[src/design/hdq7_pkg.sv]
// Shared types and constants for the Haar DWT Q7 stage.
// No dependencies; every design file refers to it by scoped names.
`timescale 1ns / 1ps
`default_nettype none

package hdq7_pkg;

   localparam int SampleW = 8;
   localparam int CoefW   = 8;
   localparam int TermW   = 10;
   localparam int ProdW   = TermW + 8;
   localparam int CoefShift = 7;

   localparam logic [7:0] HAAR_WEIGHT = 8'd91;

   localparam int ModeW = 3;
   localparam logic [ModeW-1:0] EDGE_CONSTANT      = 3'd0;
   localparam logic [ModeW-1:0] EDGE_SYMMETRIC     = 3'd1;
   localparam logic [ModeW-1:0] EDGE_REFLECT       = 3'd2;
   localparam logic [ModeW-1:0] EDGE_ANTISYMMETRIC = 3'd3;
   localparam logic [ModeW-1:0] EDGE_ANTIREFLECT   = 3'd4;
   localparam logic [ModeW-1:0] EDGE_PERIODIC      = 3'd5;
   localparam logic [ModeW-1:0] EDGE_ZERO          = 3'd6;
   localparam logic [ModeW-1:0] EDGE_MODE_RESET    = EDGE_ZERO;

   localparam int CsrAddrW = 3;
   localparam logic REG_EDGE_MODE = 1'b0;

   localparam int QueueDepth = 2;
   localparam int QueuePtrW  = 1;
   localparam int QueueCntW  = 2;

   typedef struct packed {
      logic signed [TermW-1:0] lo_term;
      logic signed [TermW-1:0] hi_term;
      logic                    final_flag;
   } op_type;

endpackage

`default_nettype wire

[src/design/hdq7_front.sv]
// Front end: edge-mode register, sample pairing and edge-extension decode.
// Depends on hdq7_pkg; pushes one op_type per result into the queue.
`timescale 1ns / 1ps
`default_nettype none

module hdq7_front (
   input  wire logic                               clock,
   input  wire logic                               reset,
   input  wire logic                               req_tvalid,
   output logic                                    req_tready,
   input  wire logic [7:0]                         req_tdata,   // [7:0] sample
   input  wire logic                               req_tlast,   // is_last
   input  wire logic                               csr_psel,
   input  wire logic                               csr_penable,
   input  wire logic                               csr_pwrite,
   input  wire logic [hdq7_pkg::CsrAddrW-1:0]      csr_paddr,
   input  wire logic [31:0]                        csr_pwdata,
   output logic [31:0]                             csr_prdata,
   output logic                                    csr_pready,
   output logic                                    push_valid,
   input  wire logic                               push_ready,
   output hdq7_pkg::op_type                        push_op
);

   logic [hdq7_pkg::ModeW-1:0]          mode_ff, mode_in;
   logic signed [hdq7_pkg::SampleW-1:0] held_ff, held_in;
   logic signed [hdq7_pkg::SampleW-1:0] prev_ff, prev_in;
   logic                                odd_ff, odd_in;
   logic                                accept;
   logic                                csr_write;
   logic                                csr_hit;
   logic signed [hdq7_pkg::TermW-1:0]   x_ext, p_ext, a_ext;
   logic signed [hdq7_pkg::TermW-1:0]   edge_lo, edge_hi;

   assign csr_pready = 1'b1;
   assign csr_hit    = (csr_paddr[2] == hdq7_pkg::REG_EDGE_MODE);
   assign csr_write  = csr_psel & csr_penable & csr_pwrite & csr_pready & csr_hit;
   assign csr_prdata = csr_hit ? {29'd0, mode_ff} : 32'd0;

   assign mode_in = csr_write ? csr_pwdata[hdq7_pkg::ModeW-1:0] : mode_ff;

   assign req_tready = push_ready;
   assign accept     = req_tvalid & req_tready;

   assign x_ext = {{(hdq7_pkg::TermW-hdq7_pkg::SampleW){req_tdata[7]}}, req_tdata};
   assign p_ext = {{(hdq7_pkg::TermW-hdq7_pkg::SampleW){prev_ff[7]}}, prev_ff};
   assign a_ext = {{(hdq7_pkg::TermW-hdq7_pkg::SampleW){held_ff[7]}}, held_ff};

   always_comb begin
      unique case (mode_ff) inside
         hdq7_pkg::EDGE_CONSTANT, hdq7_pkg::EDGE_SYMMETRIC: begin
            edge_lo = x_ext + x_ext;
            edge_hi = '0;
         end
         hdq7_pkg::EDGE_REFLECT: begin
            edge_lo = x_ext + p_ext;
            edge_hi = x_ext - p_ext;
         end
         hdq7_pkg::EDGE_ANTISYMMETRIC: begin
            edge_lo = '0;
            edge_hi = x_ext + x_ext;
         end
         hdq7_pkg::EDGE_ANTIREFLECT: begin
            edge_lo = x_ext + x_ext + x_ext - p_ext;
            edge_hi = p_ext - x_ext;
         end
         default: begin
            edge_lo = x_ext;
            edge_hi = x_ext;
         end
      endcase
   end

   always_comb begin
      held_in    = held_ff;
      prev_in    = prev_ff;
      odd_in     = odd_ff;
      push_valid = 1'b0;
      push_op.lo_term    = a_ext + x_ext;
      push_op.hi_term    = a_ext - x_ext;
      push_op.final_flag = req_tlast;
      if (odd_ff) begin
         push_valid = req_tvalid;
         if (accept) begin
            odd_in = 1'b0;
            if (req_tlast) begin
               held_in = '0;
               prev_in = '0;
            end else begin
               prev_in = req_tdata;
            end
         end
      end else if (req_tlast) begin
         push_valid         = req_tvalid;
         push_op.lo_term    = edge_lo;
         push_op.hi_term    = edge_hi;
         push_op.final_flag = 1'b1;
         if (accept) begin
            held_in = '0;
            prev_in = '0;
         end
      end else if (accept) begin
         held_in = req_tdata;
         odd_in  = 1'b1;
      end
   end

   always_ff @(posedge clock) begin
      if (reset) begin
         mode_ff <= hdq7_pkg::EDGE_MODE_RESET;
         held_ff <= '0;
         prev_ff <= '0;
         odd_ff  <= 1'b0;
      end else begin
         mode_ff <= mode_in;
         held_ff <= held_in;
         prev_ff <= prev_in;
         odd_ff  <= odd_in;
      end
   end

endmodule

`default_nettype wire

[src/design/hdq7_queue.sv]
// Two-entry queue of pending coefficient ops between front and back end.
// Depends on hdq7_pkg for op_type and depth constants.
`timescale 1ns / 1ps
`default_nettype none

module hdq7_queue (
   input  wire logic             clock,
   input  wire logic             reset,
   input  wire logic             in_valid,
   output logic                  in_ready,
   input  wire hdq7_pkg::op_type in_op,
   output logic                  out_valid,
   input  wire logic             out_ready,
   output hdq7_pkg::op_type      out_op
);

   hdq7_pkg::op_type                   mem_ff [hdq7_pkg::QueueDepth];
   logic [hdq7_pkg::QueuePtrW-1:0]     wr_ptr_ff, rd_ptr_ff;
   logic [hdq7_pkg::QueueCntW-1:0]     count_ff, count_in;
   logic                               push, pop;

   assign in_ready  = (count_ff != hdq7_pkg::QueueCntW'(hdq7_pkg::QueueDepth));
   assign out_valid = (count_ff != '0);
   assign out_op    = mem_ff[rd_ptr_ff];
   assign push      = in_valid & in_ready;
   assign pop       = out_valid & out_ready;

   always_comb begin
      count_in = count_ff;
      if (push & ~pop) begin
         count_in = count_ff + 1'b1;
      end else if (pop & ~push) begin
         count_in = count_ff - 1'b1;
      end
   end

   always_ff @(posedge clock) begin
      if (push) begin
         mem_ff[wr_ptr_ff] <= in_op;
      end
   end

   always_ff @(posedge clock) begin
      if (reset) begin
         wr_ptr_ff <= '0;
         rd_ptr_ff <= '0;
         count_ff  <= '0;
      end else begin
         count_ff <= count_in;
         if (push) begin
            wr_ptr_ff <= wr_ptr_ff + 1'b1;
         end
         if (pop) begin
            rd_ptr_ff <= rd_ptr_ff + 1'b1;
         end
      end
   end

endmodule

`default_nettype wire

[src/design/hdq7_back.sv]
// Back end: weight the queued terms by 91, scale by 2^-7, register the result.
// Depends on hdq7_pkg; drives the result channel.
`timescale 1ns / 1ps
`default_nettype none

module hdq7_back (
   input  wire logic             clock,
   input  wire logic             reset,
   input  wire logic             op_valid,
   output logic                  op_ready,
   input  wire hdq7_pkg::op_type op,
   output logic                  rsp_tvalid,
   input  wire logic             rsp_tready,
   output logic [15:0]           rsp_tdata,   // [7:0] approx, [15:8] detail
   output logic                  rsp_tlast    // final_out
);

   logic                                 valid_ff;
   logic [15:0]                          data_ff, data_in;
   logic                                 last_ff;
   logic                                 advance;
   logic signed [hdq7_pkg::ProdW-1:0]    lo_ext, hi_ext, weight;
   logic signed [hdq7_pkg::ProdW-1:0]    lo_prod, hi_prod;

   assign advance  = ~valid_ff | rsp_tready;
   assign op_ready = advance;

   assign weight = $signed({{(hdq7_pkg::ProdW-8){1'b0}}, hdq7_pkg::HAAR_WEIGHT});
   assign lo_ext = {{(hdq7_pkg::ProdW-hdq7_pkg::TermW){op.lo_term[hdq7_pkg::TermW-1]}},
                    op.lo_term};
   assign hi_ext = {{(hdq7_pkg::ProdW-hdq7_pkg::TermW){op.hi_term[hdq7_pkg::TermW-1]}},
                    op.hi_term};
   assign lo_prod = lo_ext * weight;
   assign hi_prod = hi_ext * weight;

   assign data_in = {hi_prod[hdq7_pkg::CoefShift +: hdq7_pkg::CoefW],
                     lo_prod[hdq7_pkg::CoefShift +: hdq7_pkg::CoefW]};

   always_ff @(posedge clock) begin
      if (reset) begin
         valid_ff <= 1'b0;
      end else if (advance) begin
         valid_ff <= op_valid;
      end
   end

   always_ff @(posedge clock) begin
      if (advance & op_valid) begin
         data_ff <= data_in;
         last_ff <= op.final_flag;
      end
   end

   assign rsp_tvalid = valid_ff;
   assign rsp_tdata  = data_ff;
   assign rsp_tlast  = last_ff;

endmodule

`default_nettype wire

[src/design/haar_dwt_q7_stage.sv]
// Top level of the one-level Haar DWT stage on signed Q7 samples.
// Depends on hdq7_pkg, hdq7_front, hdq7_queue and hdq7_back.
//
// Usage:
//   req channel: one signed Q7 sample per item in req_tdata, req_tlast
//   marks the final sample of a signal. Samples pair up (a, b); each pair
//   gives approx = 91(a+b) >> 7 and detail = 91(a-b) >> 7, wrapped to 8 bits.
//   A signal ending on an unpaired sample gives one extra result from the
//   edge mode in csr register 0 (byte address 0, reset value 6 = zero).
//   rsp channel: approx in rsp_tdata[7:0], detail in [15:8], rsp_tlast on
//   the last coefficient pair of a signal.
//   Path: the item that closes a result is written into the queue, then
//   popped into the output register that drives rsp.
//   Throughput: one sample per cycle while the queue has room, set by the
//   single constant-multiply stage in the back end.
//   Stalls: a two-entry queue and the output register absorb up to three
//   results while rsp_tready is low; req_tready drops once the queue fills.
//   Reset: synchronous; clears pairing state, queue and output valid and
//   returns edge_mode to 6.
//   Write csr only while no results are pending.
`timescale 1ns / 1ps
`default_nettype none

module haar_dwt_q7_stage (
   input  wire logic                          clock,
   input  wire logic                          reset,
   input  wire logic                          req_tvalid,
   output logic                               req_tready,
   input  wire logic [7:0]                    req_tdata,   // [7:0] sample
   input  wire logic                          req_tlast,   // is_last
   output logic                               rsp_tvalid,
   input  wire logic                          rsp_tready,
   output logic [15:0]                        rsp_tdata,   // [7:0] approx, [15:8] detail
   output logic                               rsp_tlast,   // final_out
   input  wire logic                          csr_psel,
   input  wire logic                          csr_penable,
   input  wire logic                          csr_pwrite,
   input  wire logic [hdq7_pkg::CsrAddrW-1:0] csr_paddr,
   input  wire logic [31:0]                   csr_pwdata,
   output logic [31:0]                        csr_prdata,
   output logic                               csr_pready
);

   logic             push_valid, push_ready;
   hdq7_pkg::op_type push_op;
   logic             pop_valid, pop_ready;
   hdq7_pkg::op_type pop_op;

   hdq7_front u_front (
      .clock       (clock),
      .reset       (reset),
      .req_tvalid  (req_tvalid),
      .req_tready  (req_tready),
      .req_tdata   (req_tdata),
      .req_tlast   (req_tlast),
      .csr_psel    (csr_psel),
      .csr_penable (csr_penable),
      .csr_pwrite  (csr_pwrite),
      .csr_paddr   (csr_paddr),
      .csr_pwdata  (csr_pwdata),
      .csr_prdata  (csr_prdata),
      .csr_pready  (csr_pready),
      .push_valid  (push_valid),
      .push_ready  (push_ready),
      .push_op     (push_op)
   );

   hdq7_queue u_queue (
      .clock     (clock),
      .reset     (reset),
      .in_valid  (push_valid),
      .in_ready  (push_ready),
      .in_op     (push_op),
      .out_valid (pop_valid),
      .out_ready (pop_ready),
      .out_op    (pop_op)
   );

   hdq7_back u_back (
      .clock      (clock),
      .reset      (reset),
      .op_valid   (pop_valid),
      .op_ready   (pop_ready),
      .op         (pop_op),
      .rsp_tvalid (rsp_tvalid),
      .rsp_tready (rsp_tready),
      .rsp_tdata  (rsp_tdata),
      .rsp_tlast  (rsp_tlast)
   );

endmodule

`default_nettype wire

[config.mk]
export PLATFORM = sky130hd
export DESIGN_NAME = haar_dwt_q7_stage
export DESIGN_NICKNAME = d
export VERILOG_FILES = /design/src/design/hdq7_pkg.sv /design/src/design/hdq7_front.sv /design/src/design/hdq7_queue.sv /design/src/design/hdq7_back.sv /design/src/design/haar_dwt_q7_stage.sv
export SDC_FILE = /design/constraint.sdc
export NUM_CORES = 1
export LEC_CHECK = 0
export BUFFER_PORTS_ARGS = -buffer_cell sky130_fd_sc_hd__buf_4
export CAP_MARGIN = 15
export CORE_MARGIN = 5
export CORE_UTILIZATION = 52
export DETAILED_ROUTE_END_ITERATION = 8
export PLACE_DENSITY = 0.73
export SETUP_SLACK_MARGIN = 0.3
export SLEW_MARGIN = 30
export SYNTH_ARGS = -nofsm -noshare
export SYNTH_HDL_FRONTEND = slang
export SYNTH_SLANG_ARGS = --single-unit
[constraint.sdc]
create_clock -name clock -period 5.8 [get_ports clock]
set_input_delay 0.87 -clock clock [delete_from_list [all_inputs] [get_ports clock]]
set_output_delay 0.87 -clock clock [all_outputs]
set_load 0.01 [all_outputs]
==> results of run 1 <==
==> state kept, by name, summed over array words and instances (netlist names), named ones only <==
name	count
u_back.rsp_tdata	16
u_back.rsp_tlast	1
u_back.rsp_tvalid	1
u_front.held_ff	8
u_front.mode_ff	3
u_front.odd_ff	1
u_front.prev_ff	8
u_queue.count_ff	2
u_queue.mem_ff	38
u_queue.rd_ptr_ff	1
u_queue.wr_ptr_ff	1
==> worst min path at each step <==
stage | end | start | slack (ns) | depth (start not counted)
3_5_place_dp | u_back.rsp_tvalid | u_back.rsp_tvalid | 0.49 | 2
3_3_place_gp | u_back.rsp_tvalid | u_back.rsp_tvalid | 0.48 | 2
5_1_grt | u_back.rsp_tvalid | u_back.rsp_tvalid | 0.55 | 2
2_1_floorplan | u_queue.count_ff[1] | u_queue.count_ff[1] | 0.48 | 2
4_1_cts | u_back.rsp_tvalid | u_back.rsp_tvalid | 0.50 | 2
6_report | u_back.rsp_tvalid | u_back.rsp_tvalid | 0.50 | 2
==> synth_stat cells, types with 3 or more instances <==
library cell	number
buf_2	8
o31ai_1	4
or3_1	7
nor2_1	74
o21bai_1	8
nor4_1	4
nand2b_1	11
a22oi_1	21
a31oi_1	9
a211o_1	3
xor2_1	16
o31a_1	3
nand4_1	5
inv_1	142
ha_1	116
nand3_1	9
a211oi_1	11
fa_1	42
nand2_1	21
o22ai_1	3
o21ai_1	5
o21ai_0	33
a221oi_1	11
clkbuf_1	19
buf_4	30
and2_1	4
nor2b_1	16
nor3b_1	5
a21oi_1	44
a21o_1	5
a32oi_1	4
xnor2_1	42
nor3_1	13
o211ai_1	4
o21a_1	10
dfxtp_1	26
mux2_2	14
edfxtp_1	55
mux2i_1	15
==> worst max-delay path: cells and delay by family, from the launching register on <==
| family | cells | cell delay [ns] |
|---|---|---|
| multiplexers | 1 | 0.45 |
| AO/OA/AOI/OAI | 3 | 0.47 |
| buffers and inverters | 4 | 0.55 |
| adder cells (fa/ha/maj) | 5 | 1.98 |
| AND/OR/NAND/NOR | 1 | 0.28 |
| flip-flops | 1 | 0.44 |
| XOR/XNOR | 1 | 0.16 |
==> routing by layer <==
| layer | track usage (%) | up-vias | wire length, um |
|---|---|---|---|
| met2 | 35.6 | 167 | 9250 |
| met4 | 8.40 | 0 | 421 |
| li1 | - | 3196 | - |
| met5 | 0 | - | 0 |
| met3 | 2.39 | 31 | 891 |
| met1 | 26.4 | 3070 | 7880 |
==> per-stage QoR <==
| stage | instances | utilization [%] | area, um^2 | setup WS (ns) |
|---|---|---|---|---|
| 2_1_floorplan | 947 | - | 8620 | 1.29 |
| 3_3_place_gp | 1156 | 55.8 | 8930 | 1.27 |
| 4_1_cts | 1172 | 57.6 | 9210 | 1.18 |
| 5_1_grt | 1172 | 57.6 | 9210 | 0.903 |
| 3_5_place_dp | 1156 | 55.8 | 8930 | 1.20 |
| 6_report | 1172 | 57.6 | 9210 | 1.21 |
==> cell usage in the layout, fill, tap and decap left out, types with 3 or more instances in the layout <==
cell and instances:
o21ai_0 33, o21a_1 10, ha_1 116, clkbuf_16 9
edfxtp_1 55, o21bai_1 8, nor2_1 74, a32oi_1 4
a21o_1 5, o21ai_1 5, o22ai_1 3, nand4_1 5
o31a_1 3, buf_4 53, a31oi_1 9, conb_1 30
mux2i_1 15, fa_1 42, clkinvlp_4 3, xnor2_1 42
nand2_1 21, nor3b_1 5, inv_1 142, nor4_1 4
nand3_1 9, nor2b_1 16, xor2_1 16, a22oi_1 21
mux2_2 14, o211ai_1 4, and2_1 4, a21oi_1 44
nor3_1 13, dfxtp_1 26, o31ai_1 4, a221oi_1 11
nand2b_1 11, or3_1 7, a211oi_1 11, a211o_1 3
==> final cells by class <==
cell class	count	area (um^2)
fillers	1447	6790
multi-input cells	663	5550
flip-flops and latches	81	2170
inverters	143	537
clock buffers	11	243
repair buffers	53	398
well taps	216	270
clock inverters	5	40.0
==> logic make-up (layout without fill, tap and decap cells) <==
family	count (synthesis)	count (layout)	synth area share [%]
AOI/OAI and AO/OA	204	204	16.3
xor gates and xnor gates	58	58	5.97
adders and majority gates	158	158	26.9
buffers and inverters	203	212	10.5
DFF	81	81	25.5
muxes	31	31	4.04
other	2	30	0.0882
and+or+nand+nor	182	182	10.7
==> results.yml, run 1 <==
route:
  drt-wirelength-per-cell_um: 15.7
  drtIter0Drc: 376
  ant_nets: 0
  drc: 0
  routed_wl_um: 18400
  first_pass_iters: 8
  avgViaCountPerCell: 5.52
  dr_total_vias: 6464
timing:
  period_needed_ns: 4.59
  fin_crit_sh_pct: 79.2
  clock_skew_ns: 0.00574
  hold_violations: 0
  drv_slew: 0
  fmax_ghz: 0.218
  grt_setup_unrepaired: "no"
  tightestPinTransition_ns: 0.818
  setup_viol: 0
  finalSetupTns_ns: 0
  relSlewSlack_pct: 45.3
  whs_ns: 0.496
worst_setup_path:
  cpMaxStageDelayCell: "fa_1"
  rrSetupSlack_ns: 1.21
  worstPathArrival_ns: 4.69
  r2r-end: "u_back.rsp_tdata[15]"
  start_kind: "flip-flop"
  worstRegToRegCells: 15
  required_ns: 5.90
  endpoint_kind: "flip-flop"
  crit_type: "flip-flop to flip-flop"
  crit_end: "u_back.rsp_tdata[15]"
  path_max_fanout: 12
  cp_cell_sequence: "buf_4, mux2i_1, inv_1, ha_1, ha_1, inv_1, fa_1, fa_1, inv_1, ha_1, a21oi_1, o22ai_1, nor2_1, o221ai_1, xnor2_1"
  cp_slowest_stage_delay_ns: 0.54
logic_synthesis:
  syn-cell-area_um2: 8510
  syn_inst: 919
  async_reset_ff_share_pct: 0
  ys_seq_elements: 81
  synth_top_cell_area_share_pct: 19.4
  synth_area_leaders: "edfxtp_1, ha_1, fa_1"
  ys_warn_count: 0
  yosysUniqueCellTypes: 75
  synth_edf_count: 55
  avgSynthCellArea_um2: 9.26
  synth_largest_area_cell: "edfxtp_1"
  ys.flop_type: "edfxtp_1"
  yosysSeqAreaShare_pct: 25.5
flow_run:
  cap_viol_max_count: 0
grt:
  grt_max_degree: 28
  overflow: 0
  grt_pass1_vias: 6336
  grtUsageTotal_pct: 20.6
  grt_pass1_wl_um: 30600
  antenna_found_initial: 0
clock_tree:
  cts_made_buffers: 9
  ctsLongestPathBuffers: 2
  cts_hold_buf: 0
  clkTransAtPathRegs_ns: 0.06
  cts_sinks: 81
  clk_latency_ns: 0.35
  htreeDepth: 3
  cts_root_buf: "clkbuf_16"
  cts_setup_buffers: 0
  cts_resized: 0
  cts_tree: "done"
final_layout:
  diodes: 0
  area_growth_pct: 8.22
  drive_gt1_share_pct: 10.1
  nets: 1160
hold_path:
  min_path_type: "flip-flop to flip-flop"
placement:
  place.gp.congestion: 0.955
  port_buffers: 41
  dp_hpwl_um: 14400
floorplan:
  die_height_um: 138
  die_w_um: 138
  dieArea_um2: 19000
  std_cell_rows: 46
  initial_core_util_pct: 53.2
  ioPinCount: 103
  fp.coreArea_um2: 16000
run_status:
  status: "complete, no violations"
Power of run 1 is not shown: default switching activity piles up to over one toggle a cycle in this logic, so the estimate is an artifact.
==> run 2, diff against run 1 <==
--- a/config.mk
+++ b/config.mk
@@ -10,7 +10,7 @@
 export CORE_MARGIN = 5
 export CORE_UTILIZATION = 52
 export DETAILED_ROUTE_END_ITERATION = 8
-export PLACE_DENSITY = 0.73
+export PLACE_DENSITY = 0.75
 export SETUP_SLACK_MARGIN = 0.3
 export SLEW_MARGIN = 30
 export SYNTH_ARGS = -nofsm -noshare
==> constraint.sdc (replaced) <==
create_clock -name clock -period 4 [get_ports clock]
set_input_delay 0.6 -clock clock [delete_from_list [all_inputs] [get_ports clock]]
set_output_delay 0.6 -clock clock [all_outputs]
set_load 0.01 [all_outputs]
==> results.yml, run 2 (synthesis results as in run 1) <==
run_status:
  status: "complete, no violations"
clock_tree:
  ctsLongestPathBuffers: 2
  cts_made_buffers: 9
  cts_hold_buf: 0
  clkTransAtPathRegs_ns: 0.06
  cts_sinks: 81
  cts_tree: "done"
  cts_root_buf: "clkbuf_16"
  htreeDepth: 3
  clk_latency_ns: 0.34
final_layout:
  final_cell_mix: "inv_1, ha_1, buf_4"
  layout_commonest_cell: "inv_1"
  largest_register_ffs: 38
  ff_latch_area_um2: 2180
  area_growth_pct: 20.3
  final_cell_area_um2: 10200
  diodes: 0
  multiInputGateArea_um2: 6150
  nets: 1201
  n_fill_cell: 1333
  top_register: "u_queue.mem_ff"
  drive_gt1_share_pct: 21.7
grt:
  grtUsageTotal_pct: 21.6
  grt_max_degree: 27
  grt_pass1_vias: 6653
  overflow: 0
  antenna_found_initial: 0
  grt_pass1_wl_um: 32400
hold_path:
  min_path_cells: 1
  hold_end: "u_queue.mem_ff[1][0]"
  min_path_type: "input port to flip-flop"
  min_from: "req_tlast"
worst_setup_path:
  worstPathArrival_ns: 4.07
  required_ns: 4.10
  rrSetupSlack_ns: 0.03
  start_kind: "flip-flop"
  worstRegToRegCells: 19
  path_max_fanout: 7
  r2r-end: "u_back.rsp_tdata[4]"
  crit_type: "flip-flop to flip-flop"
  endpoint_kind: "flip-flop"
timing:
  whs_ns: 0.492
  fmax_ghz: 0.252
  clock_skew_ns: 0.00788
  drv_slew: 0
  relSlewSlack_pct: 44.9
  hold_violations: 0
  finalSetupTns_ns: 0
  period_needed_ns: 3.97
  grt_setup_unrepaired: "yes"
  fin_crit_sh_pct: 99.2
  tightestPinTransition_ns: 0.825
  setup_viol: 0
floorplan:
  die_height_um: 138
  dieArea_um2: 19000
  ioPinCount: 103
  fp.coreArea_um2: 16000
  std_cell_rows: 46
  die_w_um: 138
  initial_core_util_pct: 53.2
route:
  drc: 0
  routed_wl_um: 20400
  avgViaCountPerCell: 5.51
  ant_nets: 0
  dr_total_vias: 6681
  drtIter0Drc: 324
  drt-wirelength-per-cell_um: 16.8
  first_pass_iters: 5
placement:
  dp_hpwl_um: 14800
  port_buffers: 41
  place.gp.congestion: 0.914
  post_dp_cell_area_um2: 9350
flow_run:
  cap_viol_max_count: 0
run 2: cell types whose count changed in the layout (fill, tap and decap cells not counted), moves of 5 or more:
cell,before,now
buf_4,53,82
buf_6,0,9
ha_1,116,87
ha_4,0,25
inv_1,142,130
inv_2,1,12
mux2_2,14,6
mux2_4,0,8
mux2i_1,15,9
nor2_1,74,69
run 2: timing repair:
action                                  in CTS  in global routing
cloned                                       1                  0
endpoints found under the setup margin      14                 15
pin swaps                                   14                 20
resized for setup                           37                 28
hold endpoints to repair                     0                  0
setup buffers                               15                  9
run 2: area by class of cell:
cell class / count / share of cell area (%)
inverter: 143 / 5.27
clock buffer: 11 / 2.58
clock inverter: 5 / 0.587
multi-input combinational: 663 / 60.1
tap: 216 / 2.64
timing repair buffer: 94 / 7.61
sequential: 81 / 21.3
run 2: per-layer routing:
metal / up-vias / track usage, % / wire length (um)
met1: 3193 / 26.2 / 8390
met2: 178 / 39.3 / 10600
li1: 3275 / - / -
met5: - / 0 / 0
met3: 35 / 3.88 / 964
met4: 0 / 5.60 / 421
run 2: worst max-delay path by stage:
stage	start	to	slack, ns	cells past startpoint
3_3_place_gp	flip-flop	u_back.rsp_tdata[6]	0.01	16
6_report	flip-flop	u_back.rsp_tdata[4]	0.03	19
4_1_cts	flip-flop	u_back.rsp_tdata[6]	0.05	18
2_1_floorplan	flip-flop	u_back.rsp_tdata[6]	0.05	19
3_5_place_dp	flip-flop	u_back.rsp_tdata[6]	-0.05	16
5_1_grt	flip-flop	u_back.rsp_tdata[6]	-0.10	18
run 2: metrics by stage:
stage	utilization, %	std cells	setup WS [ns]
2_1_floorplan	-	947	0.0512
3_3_place_gp	58.4	1172	0.0118
3_5_place_dp	58.4	1172	-0.0550
4_1_cts	62.4	1204	0.0507
5_1_grt	64.0	1213	-0.103
6_report	64.0	1213	0.0314
run 2: worst max-delay path: stages (launching register included):
cell	delay, ns
dfxtp_4	0.35
buf_12	0.14
buf_6	0.11
mux2_4	0.23
ha_4	0.13
inv_2	0.03
fa_1	0.46
inv_1	0.05
fa_1	0.49
inv_2	0.04
fa_1	0.52
inv_2	0.05
ha_4	0.27
o21ai_2	0.06
nor2_2	0.11
o21ai_2	0.09
a211oi_2	0.30
buf_4	0.16
buf_6	0.08
nor2_2	0.02
Power of run 2 is left out for the same reason.
==> run 3, diff against run 2 <==
--- a/config.mk
+++ b/config.mk
@@ -9,8 +9,9 @@
 export CAP_MARGIN = 15
 export CORE_MARGIN = 5
 export CORE_UTILIZATION = 52
+export CTS_CLUSTER_SIZE = 12
 export DETAILED_ROUTE_END_ITERATION = 8
-export PLACE_DENSITY = 0.75
+export PLACE_DENSITY = 0.72
 export SETUP_SLACK_MARGIN = 0.3
 export SLEW_MARGIN = 30
 export SYNTH_ARGS = -nofsm -noshare
==> results.yml, run 3 (synthesis results as in run 1) <==
floorplan:
  std_cell_rows: 46
  dieArea_um2: 19000
  ioPinCount: 103
  die_height_um: 138
  die_w_um: 138
  fp.coreArea_um2: 16000
  initial_core_util_pct: 53.2
route:
  ant_nets: 0
  routed_wl_um: 19500
  dr_total_vias: 6534
  drtIter0Drc: 333
  first_pass_iters: 5
  drc: 0
  avgViaCountPerCell: 5.40
  drt-wirelength-per-cell_um: 16.1
grt:
  overflow: 0
  grtUsageTotal_pct: 20.8
  grt_max_degree: 27
  grt_pass1_vias: 6539
  grt_pass1_wl_um: 31300
  antenna_found_initial: 0
timing:
  setup_ws_ns: -0.0121
  drv_slew: 0
  setup_viol: 1
  hold_violations: 0
  relSlewSlack_pct: 48.4
  finalSetupTns_ns: -0.0121
  grt_setup_unrepaired: "yes"
  period_needed_ns: 4.01
  clock_skew_ns: 0.00990
  fmax_ghz: 0.249
  tightestPinTransition_ns: 0.773
  fin_crit_sh_pct: 100
worst_setup_path:
  cp_cell_sequence: "buf_12, buf_4, mux2_4, buf_4, ha_4, xnor2_1, ha_1, inv_1, fa_1, inv_2, ha_4, nand4_1, o21ai_2, o21ai_4, a211oi_2, o21ai_1, a221oi_2"
  worstPathArrival_ns: 4.19
  crit_buf_inv: 5
  endpoint_kind: "flip-flop"
  required_ns: 4.18
  crit_type: "flip-flop to flip-flop"
  cpMaxStageDelayCell: "fa_1"
  path_max_fanout: 11
  cp_slowest_stage_delay_ns: 0.53
  start_kind: "flip-flop"
  crit_family: "adder cells"
hold_path:
  min_path_type: "input port to flip-flop"
placement:
  dp_hpwl_um: 14700
  port_buffers: 41
  dp_cells: 1174
  place.gp.congestion: 0.907
final_layout:
  drive_gt1_share_pct: 20.7
  fin_cells: 1209
  diodes: 0
  nets: 1197
  final_cell_mix: "inv_1, ha_1, buf_4"
  top_register: "u_queue.mem_ff"
  largest_register_ffs: 38
  area_growth_pct: 19.4
  layout_commonest_cell: "inv_1"
clock_tree:
  clkTransAtPathRegs_ns: 0.06
  cts_made_buffers: 9
  cts_sinks: 81
  clk_latency_ns: 0.36
  htreeDepth: 3
  cts_root_buf: "clkbuf_16"
  ctsLongestPathBuffers: 2
  cts_tree: "done"
run_status:
  violations: "negative setup slack"
  status: "complete, but fails checks"
flow_run:
  cap_viol_max_count: 0
==> run 3: cell count changes in the layout (fill, tap and decap cells not counted), moves of 2 or more <==
cell / before / now
o21ai_4: 0 / 2
ha_4: 25 / 23
ha_1: 87 / 91
o21ai_2: 4 / 2
buf_12: 1 / 3
ha_2: 4 / 2
buf_4: 82 / 80
buf_6: 9 / 7
clkbuf_1: 0 / 2
==> run 3: area by class of cell <==
cell class,count,area (um^2)
clock buffers,14,285
flip-flops and latches,81,2170
multi-input cells,663,6150
inverters,143,539
repair buffers,90,739
fillers,1324,5830
well taps,216,270
clock inverters,2,10.0
==> run 3: per-layer routing <==
metal	wire length [um]	vias to the layer above	track usage [%]
li1	-	3270	-
met4	321	0	6.04
met5	0	-	0
met2	10100	118	37.2
met1	8470	3120	26.1
met3	596	26	2.87
==> run 3: worst register-to-register path, delay by kind of cell, from the launching register on <==
kind	cells	cell delay (ns)
AO/OA/AOI/OAI	5	0.92
XOR/XNOR	1	0.25
adder cells (fa/ha/maj)	4	1.25
buffers and inverters	5	0.54
flip-flops	1	0.33
multiplexers	1	0.34
AND/OR/NAND/NOR	1	0.21
==> run 3: what timing repair did <==
| item | CTS | global route |
|---|---|---|
| hold buffers | 0 | 0 |
| pin swaps | 5 | 6 |
| setup buffers | 6 | 13 |
| setup endpoints to repair | 14 | 15 |
| hold endpoints to repair | 0 | 0 |
| gates resized for setup | 19 | 41 |
==> run 3: through the flow <==
stage / util (%) / cell area (um^2) / setup WS (ns) / hold slack [ns]
2_1_floorplan: - / 8940 / 0.0512 / 0.481
3_3_place_gp: 58.6 / 9380 / 0.0267 / 0.484
3_5_place_dp: 58.6 / 9380 / -0.0632 / 0.503
4_1_cts: 61.5 / 9850 / 0.0487 / 0.472
5_1_grt: 63.6 / 10200 / -0.189 / 0.485
6_report: 63.6 / 10200 / -0.0121 / 0.476
==> run 3: final timing paths <==
check             slack [ns]              start                  end  depth (start not counted)
hold / removal          0.48      csr_pwdata[0]   u_front.mode_ff[0]                          3
setup / recovery       -0.01          flip-flop  u_back.rsp_tdata[6]                         17
setup reg to reg       -0.01          flip-flop  u_back.rsp_tdata[6]                         17
hold reg to reg         0.51  u_back.rsp_tvalid    u_back.rsp_tvalid                          2
Power of run 3 is left out for the same reason.
